### src/sv/rtspdf_pkg.sv
`default_nettype none
// ----------------------------------------------------------------------------
// rtspdf_pkg
// Shared types, byte codes and the header field-name table for the RTSP
// interleaved deframer.
// ----------------------------------------------------------------------------
package rtspdf_pkg;

   localparam logic [7:0] CHAR_DOLLAR = 8'h24;
   localparam logic [7:0] CHAR_CR     = 8'h0D;
   localparam logic [7:0] CHAR_LF     = 8'h0A;
   localparam logic [7:0] CHAR_COLON  = 8'h3A;
   localparam logic [7:0] CHAR_SPACE  = 8'h20;
   localparam logic [7:0] CHAR_TAB    = 8'h09;
   localparam logic [7:0] CHAR_ZERO   = 8'h30;
   localparam logic [7:0] CHAR_NINE   = 8'h39;
   localparam logic [7:0] CHAR_UPPER_A = 8'h41;
   localparam logic [7:0] CHAR_UPPER_Z = 8'h5A;
   localparam logic [7:0] CASE_OFFSET  = 8'h20;

   localparam logic [3:0] NAME_LEN  = 4'd14;
   localparam logic [3:0] NAME_DEAD = 4'd15;

   localparam logic [2:0] MARK_NONE    = 3'd0;
   localparam logic [2:0] MARK_CR1     = 3'd1;
   localparam logic [2:0] MARK_LF1     = 3'd2;
   localparam logic [2:0] MARK_CR2     = 3'd3;
   localparam logic [2:0] MARK_DONE    = 3'd4;

   localparam int CALC_BITS = 20;

   typedef enum logic [1:0] {
      KIND_FRAME_HDR = 2'd0,
      KIND_PAYLOAD   = 2'd1,
      KIND_RTSP_HDR  = 2'd2,
      KIND_RTSP_BODY = 2'd3
   } kind_type;

   typedef enum logic [1:0] {
      VP_IDLE   = 2'd0,
      VP_WAIT   = 2'd1,
      VP_DIGITS = 2'd2,
      VP_DONE   = 2'd3
   } value_phase_type;

   typedef struct packed {
      logic [2:0]      end_marker;
      logic [3:0]      name_match;
      value_phase_type value_phase;
      logic            at_line_start;
   } scan_state_type;

   localparam scan_state_type SCAN_CLEAR = '{
      end_marker:    MARK_NONE,
      name_match:    4'd0,
      value_phase:   VP_IDLE,
      at_line_start: 1'b1
   };

   function automatic logic [7:0] to_lower(input logic [7:0] b);
      to_lower = (b >= CHAR_UPPER_A && b <= CHAR_UPPER_Z) ? b + CASE_OFFSET : b;
   endfunction

   // lower-case "content-length"
   function automatic logic [7:0] name_char(input logic [3:0] idx);
      case (idx)
         4'd0:    name_char = 8'h63;
         4'd1:    name_char = 8'h6F;
         4'd2:    name_char = 8'h6E;
         4'd3:    name_char = 8'h74;
         4'd4:    name_char = 8'h65;
         4'd5:    name_char = 8'h6E;
         4'd6:    name_char = 8'h74;
         4'd7:    name_char = 8'h2D;
         4'd8:    name_char = 8'h6C;
         4'd9:    name_char = 8'h65;
         4'd10:   name_char = 8'h6E;
         4'd11:   name_char = 8'h67;
         4'd12:   name_char = 8'h74;
         4'd13:   name_char = 8'h68;
         default: name_char = 8'h00;
      endcase
   endfunction

endpackage
`default_nettype wire

### src/sv/rtspdf_field_scan.sv
`default_nettype none
// ----------------------------------------------------------------------------
// rtspdf_field_scan
// Per-byte header scanner: end-of-header marker, Content-Length name match
// and saturating decimal value capture.
// ----------------------------------------------------------------------------
module rtspdf_field_scan
   import rtspdf_pkg::*;
#(
   parameter int LENGTH_BITS = 16,
   parameter int BODY_BITS   = 16
) (
   input  wire logic [7:0]           data_byte,
   input  wire logic [15:0]          max_body_len,
   input  wire scan_state_type       scan_cur,
   input  wire logic [BODY_BITS-1:0] body_cur,
   output scan_state_type            scan_next,
   output logic [BODY_BITS-1:0]      body_next,
   output logic                      end_found
);

   localparam logic [15:0] LEN_CAP =
      (LENGTH_BITS >= 16) ? 16'hFFFF : 16'((64'd1 << LENGTH_BITS) - 64'd1);

   logic [2:0]           mark_in;
   logic                 digit;
   logic [3:0]           digit_val;
   logic [15:0]          limit;
   logic [CALC_BITS-1:0] acc;
   logic [CALC_BITS-1:0] val_sel;
   logic [CALC_BITS-1:0] val_cap;
   logic [3:0]           name_cur;

   always_comb begin
      if (data_byte == CHAR_CR) begin
         mark_in = (scan_cur.end_marker == MARK_LF1) ? MARK_CR2 : MARK_CR1;
      end else if (data_byte == CHAR_LF &&
                   (scan_cur.end_marker == MARK_CR1 || scan_cur.end_marker == MARK_CR2)) begin
         mark_in = scan_cur.end_marker + 3'd1;
      end else begin
         mark_in = MARK_NONE;
      end
      end_found = (mark_in == MARK_DONE);

      digit     = (data_byte >= CHAR_ZERO) && (data_byte <= CHAR_NINE);
      digit_val = 4'(data_byte - CHAR_ZERO);
      limit     = (max_body_len > LEN_CAP) ? LEN_CAP : max_body_len;
      acc       = CALC_BITS'({body_cur, 3'b000}) + CALC_BITS'({body_cur, 1'b0})
                  + CALC_BITS'(digit_val);
      val_sel   = (scan_cur.value_phase == VP_WAIT) ? CALC_BITS'(digit_val) : acc;
      val_cap   = (val_sel > CALC_BITS'(limit)) ? CALC_BITS'(limit) : val_sel;

      scan_next            = scan_cur;
      scan_next.end_marker = end_found ? MARK_NONE : mark_in;
      body_next            = body_cur;

      case (scan_cur.value_phase)
         VP_WAIT: begin
            if (digit) begin
               body_next             = BODY_BITS'(val_cap);
               scan_next.value_phase = VP_DIGITS;
            end else if (data_byte != CHAR_SPACE && data_byte != CHAR_TAB) begin
               scan_next.value_phase = VP_DONE;
            end
         end
         VP_DIGITS: begin
            if (digit) begin
               body_next = BODY_BITS'(val_cap);
            end else begin
               scan_next.value_phase = VP_DONE;
            end
         end
         default: begin
         end
      endcase

      name_cur = scan_cur.at_line_start ? 4'd0 : scan_cur.name_match;
      if (name_cur < NAME_LEN) begin
         scan_next.name_match = (to_lower(data_byte) == name_char(name_cur)) ?
                                name_cur + 4'd1 : NAME_DEAD;
      end else if (name_cur == NAME_LEN) begin
         if (data_byte == CHAR_COLON || data_byte == CHAR_SPACE) begin
            scan_next.value_phase = VP_WAIT;
            body_next             = '0;
         end
         scan_next.name_match = NAME_DEAD;
      end else begin
         scan_next.name_match = name_cur;
      end
      scan_next.at_line_start = (data_byte == CHAR_LF);
   end

endmodule
`default_nettype wire

### src/sv/rtsp_interleaved_deframer.sv
`default_nettype none
// ----------------------------------------------------------------------------
// rtsp_interleaved_deframer
// Classifies each byte of an RTSP control stream carrying interleaved RTP
// frames and echoes it with kind, channel and message marks.
// ----------------------------------------------------------------------------
// result: each accepted input word gives its result word in the next cycle
// throughput: one word per cycle unless rsp_tready holds back a full result register;
//   the result register is freed by rsp_tready in the same cycle it is refilled
// reset: synchronous, active high; parser returns to message start, limits
//   return to 4095 header bytes and 65535 body bytes
module rtsp_interleaved_deframer
   import rtspdf_pkg::*;
#(
   parameter int LENGTH_BITS       = 16,
   parameter int HEADER_COUNT_BITS = 12
) (
   input  wire logic        clock,
   input  wire logic        reset,
   input  wire logic        csr_we,
   input  wire logic [0:0]  csr_index,
   input  wire logic [15:0] csr_wdata,
   input  wire logic        req_tvalid,
   output logic             req_tready,
   input  wire logic [7:0]  req_tdata,   // data_byte
   output logic             rsp_tvalid,
   input  wire logic        rsp_tready,
   output logic [15:0]      rsp_tdata,   // out_byte, frame_channel
   output logic [3:0]       rsp_tuser,   // byte_kind, first_of_message, framing_error
   output logic             rsp_tlast    // last_of_message
);

   localparam int RW  = (LENGTH_BITS > 16) ? LENGTH_BITS : 16;
   localparam int BW  = (LENGTH_BITS < 16) ? LENGTH_BITS : 16;
   localparam int HCB = HEADER_COUNT_BITS;
   localparam int CW  = (HCB > 12) ? HCB : 12;
   localparam logic [RW-1:0]  REM_MASK = RW'((64'd1 << LENGTH_BITS) - 64'd1);
   localparam logic [HCB-1:0] HCNT_MAX = '1;

   localparam logic [0:0] REG_MAX_HEADER = 1'd0;
   localparam logic [0:0] REG_MAX_BODY   = 1'd1;

   typedef enum logic [2:0] {
      PH_START   = 3'd0,
      PH_CHAN    = 3'd1,
      PH_LENHI   = 3'd2,
      PH_LENLO   = 3'd3,
      PH_PAYLOAD = 3'd4,
      PH_HEADER  = 3'd5,
      PH_BODY    = 3'd6
   } phase_type;

   logic [11:0]     max_header_ff;
   logic [15:0]     max_body_ff;

   phase_type       phase_ff, phase_in;
   scan_state_type  scan_ff, scan_in;
   logic [BW-1:0]   body_ff, body_in;
   logic [RW-1:0]   remain_ff, remain_in;
   logic [7:0]      chan_ff, chan_in;
   logic [HCB-1:0]  hcount_ff, hcount_in;

   logic            rsp_valid_ff;
   logic [7:0]      rsp_byte_ff;
   logic [7:0]      rsp_chan_ff, rsp_chan_in;
   kind_type        rsp_kind_ff, rsp_kind_in;
   logic            rsp_first_ff, rsp_first_in;
   logic            rsp_last_ff, rsp_last_in;
   logic            rsp_err_ff, rsp_err_in;

   logic            req_fire;
   logic            in_header;
   logic            from_header;
   scan_state_type  scan_cur, scan_next;
   logic [BW-1:0]   body_cur, body_next;
   logic [HCB-1:0]  hc_cur, hc_next;
   logic            end_found;
   logic [RW-1:0]   remain_dec;
   logic [RW-1:0]   remain_lo;

   assign req_tready = !rsp_valid_ff || rsp_tready;
   assign req_fire   = req_tvalid && req_tready;

   assign from_header = (phase_ff == PH_HEADER);
   assign scan_cur    = from_header ? scan_ff : SCAN_CLEAR;
   assign body_cur    = from_header ? body_ff : '0;
   assign hc_cur      = from_header ? hcount_ff : '0;
   assign hc_next     = (hc_cur < HCNT_MAX) ? hc_cur + 1'b1 : hc_cur;
   assign remain_dec  = (remain_ff - 1'b1) & REM_MASK;
   assign remain_lo   = RW'({remain_ff[15:8], req_tdata});

   rtspdf_field_scan #(
      .LENGTH_BITS (LENGTH_BITS),
      .BODY_BITS   (BW)
   ) u_scan (
      .data_byte    (req_tdata),
      .max_body_len (max_body_ff),
      .scan_cur     (scan_cur),
      .body_cur     (body_cur),
      .scan_next    (scan_next),
      .body_next    (body_next),
      .end_found    (end_found)
   );

   always_comb begin
      phase_in     = phase_ff;
      scan_in      = scan_ff;
      body_in      = body_ff;
      remain_in    = remain_ff;
      chan_in      = chan_ff;
      hcount_in    = hcount_ff;
      rsp_kind_in  = KIND_FRAME_HDR;
      rsp_chan_in  = 8'd0;
      rsp_first_in = 1'b0;
      rsp_last_in  = 1'b0;
      rsp_err_in   = 1'b0;
      in_header    = 1'b0;

      case (phase_ff)
         PH_CHAN: begin
            chan_in     = req_tdata;
            rsp_chan_in = req_tdata;
            phase_in    = PH_LENHI;
         end
         PH_LENHI: begin
            rsp_chan_in = chan_ff;
            remain_in   = RW'({req_tdata, 8'h00});
            phase_in    = PH_LENLO;
         end
         PH_LENLO: begin
            rsp_chan_in = chan_ff;
            remain_in   = remain_lo;
            if (remain_lo == '0) begin
               rsp_last_in = 1'b1;
               phase_in    = PH_START;
            end else begin
               phase_in = PH_PAYLOAD;
            end
         end
         PH_PAYLOAD: begin
            rsp_kind_in = KIND_PAYLOAD;
            rsp_chan_in = chan_ff;
            remain_in   = remain_dec;
            if (remain_dec == '0) begin
               rsp_last_in = 1'b1;
               phase_in    = PH_START;
            end
         end
         PH_HEADER: begin
            in_header = 1'b1;
         end
         PH_BODY: begin
            rsp_kind_in = KIND_RTSP_BODY;
            remain_in   = remain_dec;
            if (remain_dec == '0) begin
               rsp_last_in = 1'b1;
               phase_in    = PH_START;
            end
         end
         default: begin
            rsp_first_in = 1'b1;
            scan_in      = SCAN_CLEAR;
            body_in      = '0;
            hcount_in    = '0;
            if (req_tdata == CHAR_DOLLAR) begin
               phase_in = PH_CHAN;
            end else begin
               in_header = 1'b1;
            end
         end
      endcase

      if (in_header) begin
         rsp_kind_in = KIND_RTSP_HDR;
         rsp_chan_in = 8'd0;
         hcount_in   = hc_next;
         scan_in     = scan_next;
         body_in     = body_next;
         phase_in    = PH_HEADER;
         if (end_found) begin
            if (body_next == '0) begin
               rsp_last_in = 1'b1;
               phase_in    = PH_START;
            end else begin
               remain_in = RW'(body_next);
               phase_in  = PH_BODY;
            end
         end else if (CW'(hc_next) >= CW'(max_header_ff)) begin
            rsp_err_in  = 1'b1;
            rsp_last_in = 1'b1;
            phase_in    = PH_START;
         end
      end
   end

   always_ff @(posedge clock) begin
      if (reset) begin
         max_header_ff <= 12'd4095;
         max_body_ff   <= 16'd65535;
         phase_ff      <= PH_START;
         scan_ff       <= SCAN_CLEAR;
         body_ff       <= '0;
         remain_ff     <= '0;
         chan_ff       <= 8'd0;
         hcount_ff     <= '0;
         rsp_valid_ff  <= 1'b0;
      end else begin
         if (csr_we) begin
            case (csr_index)
               REG_MAX_HEADER: max_header_ff <= csr_wdata[11:0];
               REG_MAX_BODY:   max_body_ff   <= csr_wdata;
               default: begin
               end
            endcase
         end
         if (req_fire) begin
            phase_ff     <= phase_in;
            scan_ff      <= scan_in;
            body_ff      <= body_in;
            remain_ff    <= remain_in;
            chan_ff      <= chan_in;
            hcount_ff    <= hcount_in;
            rsp_valid_ff <= 1'b1;
         end else if (rsp_tready) begin
            rsp_valid_ff <= 1'b0;
         end
      end
   end

   always_ff @(posedge clock) begin
      if (req_fire) begin
         rsp_byte_ff  <= req_tdata;
         rsp_chan_ff  <= rsp_chan_in;
         rsp_kind_ff  <= rsp_kind_in;
         rsp_first_ff <= rsp_first_in;
         rsp_last_ff  <= rsp_last_in;
         rsp_err_ff   <= rsp_err_in;
      end
   end

   assign rsp_tvalid = rsp_valid_ff;
   assign rsp_tdata  = {rsp_chan_ff, rsp_byte_ff};
   assign rsp_tuser  = {rsp_err_ff, rsp_first_ff, rsp_kind_ff};
   assign rsp_tlast  = rsp_last_ff;

   // a dollar at message start always opens a frame
   a_dollar_opens_frame: assert property (@(posedge clock) disable iff (reset)
      req_fire && phase_ff == PH_START && req_tdata == CHAR_DOLLAR |=> phase_ff == PH_CHAN)
      else $error("dollar at message start did not open a frame");

   // every accepted word produces a result word
   a_fire_gives_result: assert property (@(posedge clock) disable iff (reset)
      req_fire |=> rsp_valid_ff)
      else $error("accepted word produced no result");

   // an overrun is only flagged on a header byte that closes the message
   a_error_is_last_header: assert property (@(posedge clock) disable iff (reset)
      rsp_valid_ff && rsp_err_ff |-> rsp_last_ff && rsp_kind_ff == KIND_RTSP_HDR)
      else $error("framing error outside a closing header byte");

   // first byte of a message is either the frame dollar or a header byte
   a_first_kind: assert property (@(posedge clock) disable iff (reset)
      rsp_valid_ff && rsp_first_ff |->
         rsp_kind_ff == KIND_FRAME_HDR || rsp_kind_ff == KIND_RTSP_HDR)
      else $error("message start with wrong byte kind");

   // end marker match never holds the completed code
   a_marker_range: assert property (@(posedge clock) disable iff (reset)
      req_fire |=> scan_ff.end_marker != MARK_DONE)
      else $error("end marker left in completed state");

endmodule
`default_nettype wire
### config.mk
export PLATFORM = sky130hd
export DESIGN_NAME = rtsp_interleaved_deframer
export DESIGN_NICKNAME = d
export VERILOG_FILES = /design/src/sv/rtspdf_pkg.sv /design/src/sv/rtspdf_field_scan.sv /design/src/sv/rtsp_interleaved_deframer.sv
export SDC_FILE = /design/constraint.sdc
export NUM_CORES = 1
export LEC_CHECK = 0
export BUFFER_PORTS_ARGS = -buffer_cell sky130_fd_sc_hd__buf_4
export CAP_MARGIN = 20
export CORE_MARGIN = 5
export CORE_UTILIZATION = 45
export CTS_BUF_LIST = sky130_fd_sc_hd__clkbuf_2
export CTS_CLUSTER_SIZE = 28
export DETAILED_ROUTE_END_ITERATION = 6
export GPL_TIMING_DRIVEN = 0
export SYNTH_ARGS = -nofsm -noshare
export SYNTH_HDL_FRONTEND = slang
export SYNTH_SLANG_ARGS = --single-unit
### constraint.sdc
create_clock -name clock -period 8.6 [get_ports clock]
set_clock_uncertainty 0.15 [all_clocks]
set_input_delay 0.43 -clock clock [delete_from_list [all_inputs] [get_ports clock]]
set_output_delay 0.43 -clock clock [all_outputs]
set_load 0.02 [all_outputs]
# Word level (Yosys, flattened, before mapping)
# Memory sizes are Yosys's and may differ from the RTL's.
# Cells that the tools add are included.
# op_classes
add_sub_neg	8
magnitude_cmp	9
eq_ne	24
muxes	62
n_bitwise	2
n_reduce_logical	25
# ops
operator	count
$mux W16	13
$logic_not A16 Y1	3
$mux W12	4
$pmux W16 S3	1
$mux W10	3
$mux W3	10
$eq A8 B6 Y1 const B	3
$add A19 B17 Y20	1
$add A20 B4 Y20	1
$gt A20 B16 Y1	1
$mux W20	1
$eq A8 B4 Y1 const B	2
$gt A16 B16 Y1 const B	1
$mux W4	4
$mux W8	2
$pmux W8 S2	1
$sub A16 B1 Y16 const B	1
$pmux W3 S5	1
$mux W2	7
$add A12 B1 Y12 const B	1
$eq A3 B2 Y1 const B	4
$eq A3 B3 Y1 const B	4
$ge A12 B12 Y1	1
$lt A12 B12 Y1 const B	1
34 further kinds	59
# word_totals
register_bits	115
mem_bits_ro	112
inputBits	30
out_inout_bits	23
word_cells	149
mem_count	1
# memory_table
memory	depth	width	read_ports	rd_clocked_by_memory_dff	wr	line	source
(name not given)	16	7	1	0	0	rtspdf_pkg.sv:66	case (idx)

# Logic depth before layout (Yosys ltp)
# Gate-level depths: netlist of the first run.
# logic_depth
depth_word	16
ltp_mapped	31
ltp_nobuf	26

# Cells and area by module
# A second synthesis of the first run with hierarchy kept.
# unflattened
cells_unflattened	988
area_unflattened_um2	8331.7
# by_module_without_submodules
module	instances	cells_each	area_each_um2	seq_area_each_um2
rtsp_interleaved_deframer	1	633	5683.0	2512.4
rtspdf_field_scan	1	355	2648.8	0.0

# Worst setup path after synthesis of the first run
# OpenSTA, ideal clock, no wires.
# synth_timing
path_kind	reg2reg
from	register phase_ff[2]
to	register remain_ff[14]
setup_time_ns	0.175
t_arrival_ns	5.634
required_time_ns	8.275
path_slack_ns	2.642
path_stages_with_launch	32
path_buffers	6
period_less_slack_ns	5.958
cell_sequence	dfxtp_1 buf_2 and3b_1 buf_2 clkbuf_1 clkbuf_1 and2_1 ha_1 ha_1 fa_1 a21oi_1 nor2_1 o21bai_1 a21boi_0 o21a_1 nor2_1 xnor2_1 nor2b_1 ha_1 a21oi_1 o21ai_0 a211oi_1 a31o_2 o31ai_4 or3_4 buf_4 nor3_1 a211oi_1 and4_4 a31oi_2 buf_6 a31oi_2
# synth_between
elab_chain_len	16
word_cells_on_any_way	42
cone_classes	3 x add/sub; 2 x order compare; 13 x eq/ne; 18 x mux; 6 x reduce/logical
# synth_lines
item	line	source
from (decl)	rtsp_interleaved_deframer.sv:56	phase_type phase_ff, phase_in;
from (signal assigned)	rtsp_interleaved_deframer.sv:217	phase_ff <= phase_in;
$eq A3 B3 Y1	rtsp_interleaved_deframer.sv:84, rtsp_interleaved_deframer.sv:119	
$mux W16	rtsp_interleaved_deframer.sv:86	assign body_cur = from_header ? body_ff : '0;
$add A19 B17 Y20	rtspdf_field_scan.sv:48	acc = CALC_BITS'({body_cur, 3'b000}) + CALC_BITS'({body_cur, 1'b0})
$add A20 B4 Y20	rtspdf_field_scan.sv:49	+ CALC_BITS'(digit_val);
$mux W20	rtspdf_field_scan.sv:50	val_sel = (scan_cur.value_phase == VP_WAIT) ? CALC_BITS'(digit_val) : acc;
$gt A20 B16 Y1	rtspdf_field_scan.sv:51	val_cap = (val_sel > CALC_BITS'(limit)) ? CALC_BITS'(limit) : val_sel;
$mux W16	rtspdf_field_scan.sv:51	
$mux W16	rtspdf_field_scan.sv:59, rtspdf_field_scan.sv:67	
$mux W16	-	
$mux W16	rtspdf_field_scan.sv:82	if (data_byte == CHAR_COLON || data_byte == CHAR_SPACE) begin
$mux W16	rtspdf_field_scan.sv:81	end else if (name_cur == NAME_LEN) begin
$mux W16	rtspdf_field_scan.sv:78	if (name_cur < NAME_LEN) begin
$logic_not A16 Y1	rtsp_interleaved_deframer.sv:181	if (body_next == '0) begin
$mux W16	rtsp_interleaved_deframer.sv:181	
$mux W16	rtsp_interleaved_deframer.sv:180	if (end_found) begin
$mux W16 *	rtsp_interleaved_deframer.sv:173	if (in_header) begin
to (signal assigned)	rtsp_interleaved_deframer.sv:220	remain_ff <= remain_in;
to (decl)	rtsp_interleaved_deframer.sv:59	logic [RW-1:0] remain_ff, remain_in;
# Mark *: on every way between the ends. The rest lies on a longest branch, timed or not.
# A chain may end at the register's enable or synchronous reset.

# Final worst setup path of the first run
# layout_timing
from	register phase_ff[2]
to	register remain_ff[2]
# The elaborated chain is that of the path after synthesis.

==> out/results.ini, run 1 <==
[timing]
finalHoldViolations=0
finalCritPeriodShare=0.935
setup_viol=0
finalSetupTns_ns=0
fmax_mhz=124
relSlewSlack=0.435
drv_slew=0
worst_pin_slew_ns=0.847
min_period_ns=8.04
rsz0062_at_grt=no

[global_routing]
grt_overflow=0
grt_pass1_vias=8414
antenna_found_initial=1
grt_usage=0.253
grt_pass1_wl_mm=45.1
grt_max_degree=31

[cells_and_area]
final_nets=1353
stdcell_count=1525
final_common_cell=nand2_1
final_cell_mix=nand2_1 (123), nor2_1 (111), a21oi_1 (102)
final_cell_area_um2=10200
syn_to_final_growth_pct=14.8
drive_above_1_share=0.0993
n_fill_cell=1939

[floorplanning]
core_area_um2=19500
rows=51
ios=53
dieWidth_um=151
start_util=0.458
die_y_um=151
dieArea_um2=22700

[yosys]
synth_area_leaders=dfxtp_1 (21%), ha_1 (11%), edfxtp_1 (7.1%)
syn-num-nets=1250
synth_edf_count=21
synth_cell_types=77
async_flop_share=0
synth.largest_area_cell=dfxtp_1
ys_seq_area_frac=0.282
synth_warnings=0
ys_dominant_reg_cell=dfxtp_1
ys_ff_latch=115
post-synth-top-area-fraction=0.211
syn-mean-instance-area_um2=7.80
syn_inst=1143
netlist_area_um2=8920

[cts]
htree_num_levels=4
clk_latency_ns=0.71
post_cts_resized=0
clock_sinks=115
clock_path_buffers=2
root_buffer=clkbuf_2
cts_tree=done
cts_inserted_buffers=17
clk_pin_slew_worst_paths_ns=0.19

[critical_path]
cp_max_fo=10
cp_data_required_time_ns=9.01
reg2reg_slack_ns=0.56
end_kind=flop
slowest_delay_ns=0.58
worstReg2RegEnd=remain_ff[2]$_SDFFE_PP0P_
arrival_ns=8.45
start_kind=flop
cp_slowest_cell=o31ai_1
rr_startpoint=phase_ff[2]$_SDFFE_PP0P_
rr_worst_depth=30
worst-setup-path-type=flop to flop

[hold_path]
hold_class=primary input to flop
hold_end=rsp_byte_ff[0]$_DFFE_PP_
min-delay-start=req_tdata[0]
hold_depth=2

[placed_design]
numPortBuffers=52
gp_congestion=0.948
dp_hpwl_mm=21.6
dp_cells=1462
post_dp_cell_area_um2=9660

[drt]
via_per_inst=5.94
ant_nets=0
drc=0
wirelength_mm=28.8
routedWlPerCell_um=18.9
drtIter0Drc=739
vias=9064
first_pass_iters=5

[flow_run]
maxCapViolCount=0

[power_and_ir_drop]
power.density_nw_per_um2=134
leakage_nw=4.43
ir_drop_mv=0.104

[run_status]
status=completed

-- power by group --
| group | internal [W] | switching, W |
|---|---|---|
| Sequential | 0.000583 | 0.0000243 |
| Combinational | 0.000126 | 0.000201 |
| Clock | 0.000218 | 0.000218 |
| Total | 0.000926 | 0.000444 |
-- layer usage --
metal  share of wire  up-vias  global-route usage
met5               0        -                   0
met4           0.027        0              0.0902
met3           0.071       54              0.0434
met2            0.45      369               0.404
met1            0.45     4248               0.346
li1                -     4393                   -
-- critical path: cells and delay by family (launching register included) --
kind	cells	cell delay (ns)
and+or+nand+nor	6	1.18
xor gates and xnor gates	1	0.14
AOI/OAI and AO/OA	14	3.26
adders and majority gates	4	1.09
buffers and inverters	5	1.67
DFF	1	0.35
-- registers in the layout, summed over array words and instances (netlist names), 8 cells and up --
name           cells
body_ff           16
rsp_chan_ff        8
remain_ff         16
hcount_ff         12
rsp_byte_ff        8
max_header_ff     12
max_body_ff       16
chan_ff            8
scan_ff           10
-- how the worst max path moves through the flow --
stage	slack [ns]	end	startpoint
3_3_place_gp	0.78	remain_ff[14]$_SDFFE_PP0P_	phase_ff[0]$_SDFFE_PP0P_
5_1_grt	0.28	remain_ff[3]$_SDFFE_PP0P_	phase_ff[0]$_SDFFE_PP0P_
6_report	0.56	remain_ff[2]$_SDFFE_PP0P_	phase_ff[2]$_SDFFE_PP0P_
2_1_floorplan	2.64	remain_ff[14]$_SDFFE_PP0P_	phase_ff[2]$_SDFFE_PP0P_
3_5_place_dp	0.79	remain_ff[5]$_SDFFE_PP0P_	phase_ff[0]$_SDFFE_PP0P_
4_1_cts	0.70	remain_ff[3]$_SDFFE_PP0P_	phase_ff[2]$_SDFFE_PP0P_
-- per-stage QoR --
stage | hold slack, ns | total power (W) | utilization | setup slack (ns)
final | 0.298 | 0.00137 | 0.526 | 0.561
after CTS | 0.269 | 0.00137 | 0.526 | 0.703
after detailed placement | 0.295 | 0.000929 | 0.496 | 0.785
after global routing | 0.241 | 0.00144 | 0.526 | 0.285
after global placement | 0.288 | 0.000927 | 0.495 | 0.779
after floorplan | 0.282 | 0.000828 | - | 2.64
-- Yosys cell counts (9+ instances only) --
library cell,number
and3_1,29
clkbuf_1,61
edfxtp_1,21
nand2b_1,11
inv_1,54
a211oi_1,17
a22oi_1,17
nand4_1,13
nand2_1,123
ha_1,76
nor2_1,111
nor2b_1,11
o21a_1,9
dfxtp_1,94
or3_1,13
a31oi_1,12
a221oi_1,12
nor3_1,26
and2_1,23
a21oi_1,102
a21o_1,14
o211ai_1,9
o21ai_0,45
nand3_1,24
nor4_1,14
mux2i_1,16
xnor2_1,26
a211o_1,32
-- final cells by class --
| class | count | area (µm²) | share of cell area |
|---|---|---|---|
| multi-input cells | 894 | 5880 | 0.574 |
| flip-flops and latches | 115 | 2510 | 0.245 |
| repair buffers | 84 | 703 | 0.0686 |
| well taps | 265 | 332 | 0.0324 |
| plain buffers | 78 | 319 | 0.0311 |
| inverters | 56 | 210 | 0.0205 |
| clock inverters | 13 | 190 | 0.0186 |
| clock buffers | 19 | 95.1 | 0.00928 |
| diodes | 1 | 2.50 | 0.000244 |
-- timing repair --
item,in CTS,in global routing
setup buffers,0,0
hold buffers,30,0
endpoints found under the hold margin,45,0
-- cell families after synthesis --
| logic type | count (synthesis) | share of synthesized area |
|---|---|---|
| flip-flops | 115 | 0.282 |
| AO/OA/AOI/OAI | 336 | 0.258 |
| buffers and inverters | 134 | 0.0592 |
| AND/OR/NAND/NOR | 427 | 0.236 |
| multiplexers | 21 | 0.0243 |
| XOR/XNOR | 33 | 0.0324 |
| adder cells (fa/ha/maj) | 77 | 0.109 |
No activity file was read; power rests on OpenSTA's default activity.
==> inputs of run 2 (changes only) <==
- ABC_AREA: default -> 1
- CORE_UTILIZATION: 45 -> 55
- PLACE_DENSITY: default -> 0.73
==> run 2 against run 1 <==
Setup slack gained 1.6 ns. Largest cell class unchanged. Synthesized cell count increased by 16%. Power fell by 7.7%. Cell count grew 8.8%. Area after synthesis is 2.3% lower. Sequential share of layout area grew 0.81 points. Clock-buffer cell count unchanged. Highest routed layer unchanged. Utilization rose by 10 points.
==> out/results.ini, run 2 <==
[critical_path]
start_kind=flop
cp_data_required_time_ns=8.94
crit_path_frequent_cell=nand2_1
end_kind=flop
cp_max_fo=10
slowest_delay_ns=0.41
cp_slowest_cell=clkbuf_1
arrival_ns=6.80
worst-setup-path-type=flop to flop

[power_and_ir_drop]
clockPowerShare=0.292
seqPwrFrac=0.475
p_switching_w=0.000442
p_sw_frac=0.350
p_comb_frac=0.233
ir_drop_mv=0.103
leakage_nw=4.81
power.density_nw_per_um2=128
intPower_w=0.000822
finalPower_w=0.00126

[cts]
post_cts_buffers=0
cts_inserted_buffers=17
cts_tree=done
clk_latency_ns=0.74
htree_num_levels=4
clock_sinks=115
post_cts_resized=0
clock_path_buffers=2
root_buffer=clkbuf_2
clk_pin_slew_worst_paths_ns=0.21
postCtsHoldBufs=31

[timing]
rsz0062_at_grt=no
setup_viol=0
min_period_ns=6.45
finalHoldViolations=0
worst_pin_slew_ns=0.786
finalSetupTns_ns=0
holdWs_ns=0.0739
fmax_mhz=155
layout_setup_ws_ns=2.15
relSlewSlack=0.474
finalCritPeriodShare=0.750
drv_slew=0

[yosys]
synth_edf_count=21
syn-mean-instance-area_um2=6.57
syn_inst=1328
ys_seq_area_frac=0.288
post-synth-top-area-fraction=0.216
ys_ff_latch=115
ys_top_cells_by_count=nand2_1 (367), inv_1 (186), a21oi_1 (119)
synth.largest_area_cell=dfxtp_1
synth_cell_types=47
ys_dominant_reg_cell=dfxtp_1
synth_area_leaders=dfxtp_1 (22%), nand2_1 (16%), ha_1 (11%)
netlist_area_um2=8720
yosysMostFrequentCell=nand2_1
syn-num-nets=1435
async_flop_share=0
synth_warnings=0

[placed_design]
post_dp_cell_area_um2=9370
dpl_worst_slack_ns=2.19
numPortBuffers=51
gp_congestion=0.957
dp_hpwl_mm=19.3

[cells_and_area]
final_cell_area_um2=9920
syn_to_final_growth_pct=13.7
drive_above_1_share=0.0839
final_nets=1536
n_fill_cell=1549
top_regs=body_ff: 16 flops, max_body_ff: 16 flops, remain_ff: 16 flops
final_common_cell=nand2_1
final_cell_mix=nand2_1 (367), inv_1 (186), a21oi_1 (119)

[drt]
ant_nets=0
first_pass_iters=7
drc=0
wirelength_mm=25.4
drtIter0Drc=795
via_per_inst=5.42
routedWlPerCell_um=15.3
vias=8998

[floorplanning]
rows=46
die_y_um=136
start_util=0.555
dieWidth_um=136
core_area_um2=15700
dieArea_um2=18500
ios=53

[hold_path]
hold_class=primary input to flop

[global_routing]
grt_pass1_vias=8287
grt_overflow=0
grt_pass1_wl_mm=40.7
grt_usage=0.278
grt_max_degree=31
antenna_found_initial=1

[run_status]
status=completed

[flow_run]
maxCapViolCount=0

==> run 2: worst paths after layout <==
check	slack (ns)	start	endpoint	depth (start not counted)
min reg2reg	0.32	chan_ff[7]$_SDFFE_PP0P_	chan_ff[7]$_SDFFE_PP0P_	2
max reg2reg	2.15	phase_ff[0]$_SDFFE_PP0P_	rsp_tlast$_DFFE_PP_	36
max	2.15	phase_ff[0]$_SDFFE_PP0P_	rsp_tlast$_DFFE_PP_	36
min	0.07	reset	scan_ff[9]$_SDFFE_PP0P_	2
==> run 2: logic make-up (layout without fill, tap and decap cells) <==
kind of cell / count (synthesis) / in the layout / synth area share
buf+inv: 246 / 360 / 0.112
xor+xnor: 25 / 25 / 0.0251
flops: 115 / 115 / 0.288
fa+ha+maj: 77 / 77 / 0.111
other cells: 0 / 1 / 0
compound gates: 238 / 238 / 0.159
simple gates: 627 / 627 / 0.304
==> run 2: through the flow <==
| stage | std cells | utilization |
|---|---|---|
| 2_1_floorplan | 1328 | - |
| 3_3_place_gp | 1595 | 0.597 |
| 3_5_place_dp | 1595 | 0.597 |
| 4_1_cts | 1658 | 0.631 |
| 5_1_grt | 1659 | 0.631 |
| 6_report | 1659 | 0.631 |
==> run 2: metal layers <==
layer	GRT usage	vias up	part of all wire	routed length (µm)
li1	-	4585	-	-
met1	0.369	4048	0.45	11400
met2	0.460	297	0.46	11600
met3	0.0470	68	0.063	1610
met4	0.0901	0	0.030	759
met5	0	-	0	0
==> run 2: cell type report <==
type | instances | area, µm² | share of cell area
Antenna cell | 1 | 2.50 | 0.000252
Buffer | 44 | 219 | 0.0221
Inverter | 202 | 759 | 0.0766
Tap cell | 216 | 270 | 0.0273
Clock buffer | 19 | 95.1 | 0.00959
Sequential cell | 115 | 2510 | 0.253
Clock inverter | 13 | 135 | 0.0136
Timing Repair Buffer | 82 | 693 | 0.0699
Multi-Input combinational cell | 967 | 5230 | 0.527
==> run 2: worst max-delay path: cells and delay by family (launching register included) <==
kind / cells / cell delay, ns
AO/OA/AOI/OAI: 4 / 0.49
buffers and inverters: 8 / 1.68
AND/OR/NAND/NOR: 20 / 2.30
flip-flops: 1 / 0.37
adder cells (fa/ha/maj): 4 / 1.22
==> run 2: power groups by stage <==
stage	registers [W]	clock network, W	logic, W
after floorplan	0.000616	0	0.000186
after global placement	0.000611	0	0.000275
after detailed placement	0.000611	0	0.000277
after CTS	0.000600	0.000371	0.000291
after global routing	0.000605	0.000395	0.000328
final	0.000601	0.000369	0.000295
==> inputs of run 3 (changes only) <==
- clock period: 8.6 -> 6.3 ns (I/O delays scaled with it)
==> run 3 against run 2 <==
Power up 36%. Cell count grew 0.30%. Flip-flop and latch count unchanged. First-iteration DRC count fell by 4.9%. Sequential power is 36% higher. Maximum frequency increased by 11%. Combinational power up 37%. Critical path depth rose by 3. Setup slack got worse by 1.7 ns. Utilization grew 0.46 points. Clock power grew 36%. Critical path type unchanged. Critical endpoint is now remain_ff[9]$_SDFFE_PP0P_.
==> out/results.ini, run 3 (synthesized netlist as in run 2, its figures left out) <==
[critical_path]
reg2reg_slack_ns=0.50
slowest_delay_ns=0.41
start_kind=flop
cp_max_fo=10
worst-setup-path-type=flop to flop
cp_top_family=simple AND/OR/NAND/NOR gates
path_buf_inv=9
cp_data_required_time_ns=6.81
end_kind=flop
crit_path_frequent_cell=nand2_1
cp_slowest_cell=fa_1
rr_worst_depth=39
rr_startpoint=phase_ff[0]$_SDFFE_PP0P_
arrival_ns=6.31
worstReg2RegEnd=remain_ff[9]$_SDFFE_PP0P_

[cts]
clock_sinks=115
cts_inserted_buffers=17
clk_pin_slew_worst_paths_ns=0.22
htree_num_levels=4
clk_latency_ns=0.74
clock_path_buffers=2
cts_tree=done
root_buffer=clkbuf_2

[placed_design]
dp_hpwl_mm=19.3
numPortBuffers=51
dp_cells=1595
gp_congestion=0.957
dpl_worst_slack_ns=-0.105

[power_and_ir_drop]
p_sw_frac=0.348
intPower_w=0.00112
leakage_nw=4.84
ir_drop_mv=0.137
p_comb_frac=0.234
p_switching_w=0.000601
clockPowerShare=0.290
finalPower_w=0.00173
seqPwrFrac=0.475
power.density_nw_per_um2=173

[timing]
relSlewSlack=0.472
layout_setup_ws_ns=0.496
holdWs_ns=0.141
finalCritPeriodShare=0.921
setup_viol=0
rsz0062_at_grt=no
worst_pin_slew_ns=0.788
finalHoldViolations=0
fmax_mhz=172
drv_slew=0
min_period_ns=5.80

[cells_and_area]
n_fill_cell=1548
syn_to_final_growth_pct=14.6
stdcell_count=1664
drive_above_1_share=0.0891
top_regs=body_ff: 16 flops, max_body_ff: 16 flops, remain_ff: 16 flops
final_nets=1541
final_common_cell=nand2_1
final_cell_mix=nand2_1 (366), inv_1 (186), a21oi_1 (119)

[floorplanning]
dieWidth_um=136
core_area_um2=15700
dieArea_um2=18500
start_util=0.555
die_y_um=136
rows=46
ios=53

[global_routing]
grt_pass1_wl_mm=40.8
grt_max_degree=31
grt_pass1_vias=8319
antenna_found_initial=1
grt_usage=0.279
grt_overflow=0

[hold_path]
hold_class=primary input to flop
hold_end=phase_ff[2]$_SDFFE_PP0P_
hold_depth=6
min-delay-start=req_tvalid

[drt]
vias=9015
routedWlPerCell_um=15.4
drtIter0Drc=756
drc=0
first_pass_iters=7
wirelength_mm=25.6
via_per_inst=5.42
ant_nets=0

[flow_run]
maxCapViolCount=0

[run_status]
status=completed

run 3: worst max path at each step:
| stage | from | endpoint | slack (ns) | cells past startpoint |
|---|---|---|---|---|
| final | phase_ff[0]$_SDFFE_PP0P_ | remain_ff[9]$_SDFFE_PP0P_ | 0.50 | 39 |
| after global routing | phase_ff[0]$_SDFFE_PP0P_ | remain_ff[9]$_SDFFE_PP0P_ | 0.02 | 39 |
| after CTS | phase_ff[0]$_SDFFE_PP0P_ | rsp_tlast$_DFFE_PP_ | 0.05 | 36 |
| after detailed placement | phase_ff[2]$_SDFFE_PP0P_ | rsp_tlast$_DFFE_PP_ | -0.11 | 35 |
| after global placement | phase_ff[2]$_SDFFE_PP0P_ | rsp_tlast$_DFFE_PP_ | -0.09 | 35 |
| after floorplan | phase_ff[0]$_SDFFE_PP0P_ | rsp_tlast$_DFFE_PP_ | 1.18 | 34 |
run 3: power groups by stage:
| stage | Sequential, W | Combinational (W) | Clock [W] |
|---|---|---|---|
| 2_1_floorplan | 0.000841 | 0.000254 | 0 |
| 3_3_place_gp | 0.000834 | 0.000375 | 0 |
| 3_5_place_dp | 0.000835 | 0.000378 | 0 |
| 4_1_cts | 0.000819 | 0.000399 | 0.000506 |
| 5_1_grt | 0.000825 | 0.000451 | 0.000538 |
| 6_report | 0.000820 | 0.000404 | 0.000501 |
run 3: repair_timing:
item                                    CTS  global route
buffers inserted                          0             1
endpoints found under the setup margin   11            19
hold buffers                             35             0
resized for setup                         1            13
pin swaps                                 0             1
hold endpoints to repair                 53             0
run 3: layer usage:
layer  GRT usage  vias up  share of wire
met5           0        -              0
met4      0.0885        0          0.027
met3      0.0466       60          0.065
met2       0.465      307           0.46
met1       0.369     4059           0.44
li1            -     4589              -
run 3: layout make-up:
class	instances	area, µm²	share of cell area
multi-input combinational	967	5250	0.525
clock inverter	13	135	0.0135
tap	216	270	0.0271
antenna	1	2.50	0.000251
sequential	115	2510	0.252
clock buffer	19	95.1	0.00952
inverter	202	761	0.0762
buffer	44	225	0.0225
timing repair buffer	87	741	0.0742
run 3: stage by stage:
stage	utilization	setup TNS [ns]	area (µm²)
after CTS	0.634	0	9950
after global placement	0.597	-0.0971	9370
after detailed placement	0.597	-0.293	9370
final	0.636	0	9990
after floorplan	-	0	8720
after global routing	0.636	0	9990
run 3: worst reg2reg max path, delay by kind of cell, from the launching register on:
kind	cells	cell delay, ns
buffers and inverters	9	1.27
adder cells (fa/ha/maj)	4	1.18
AO/OA/AOI/OAI	3	0.42
flip-flops	1	0.37
AND/OR/NAND/NOR	23	2.36
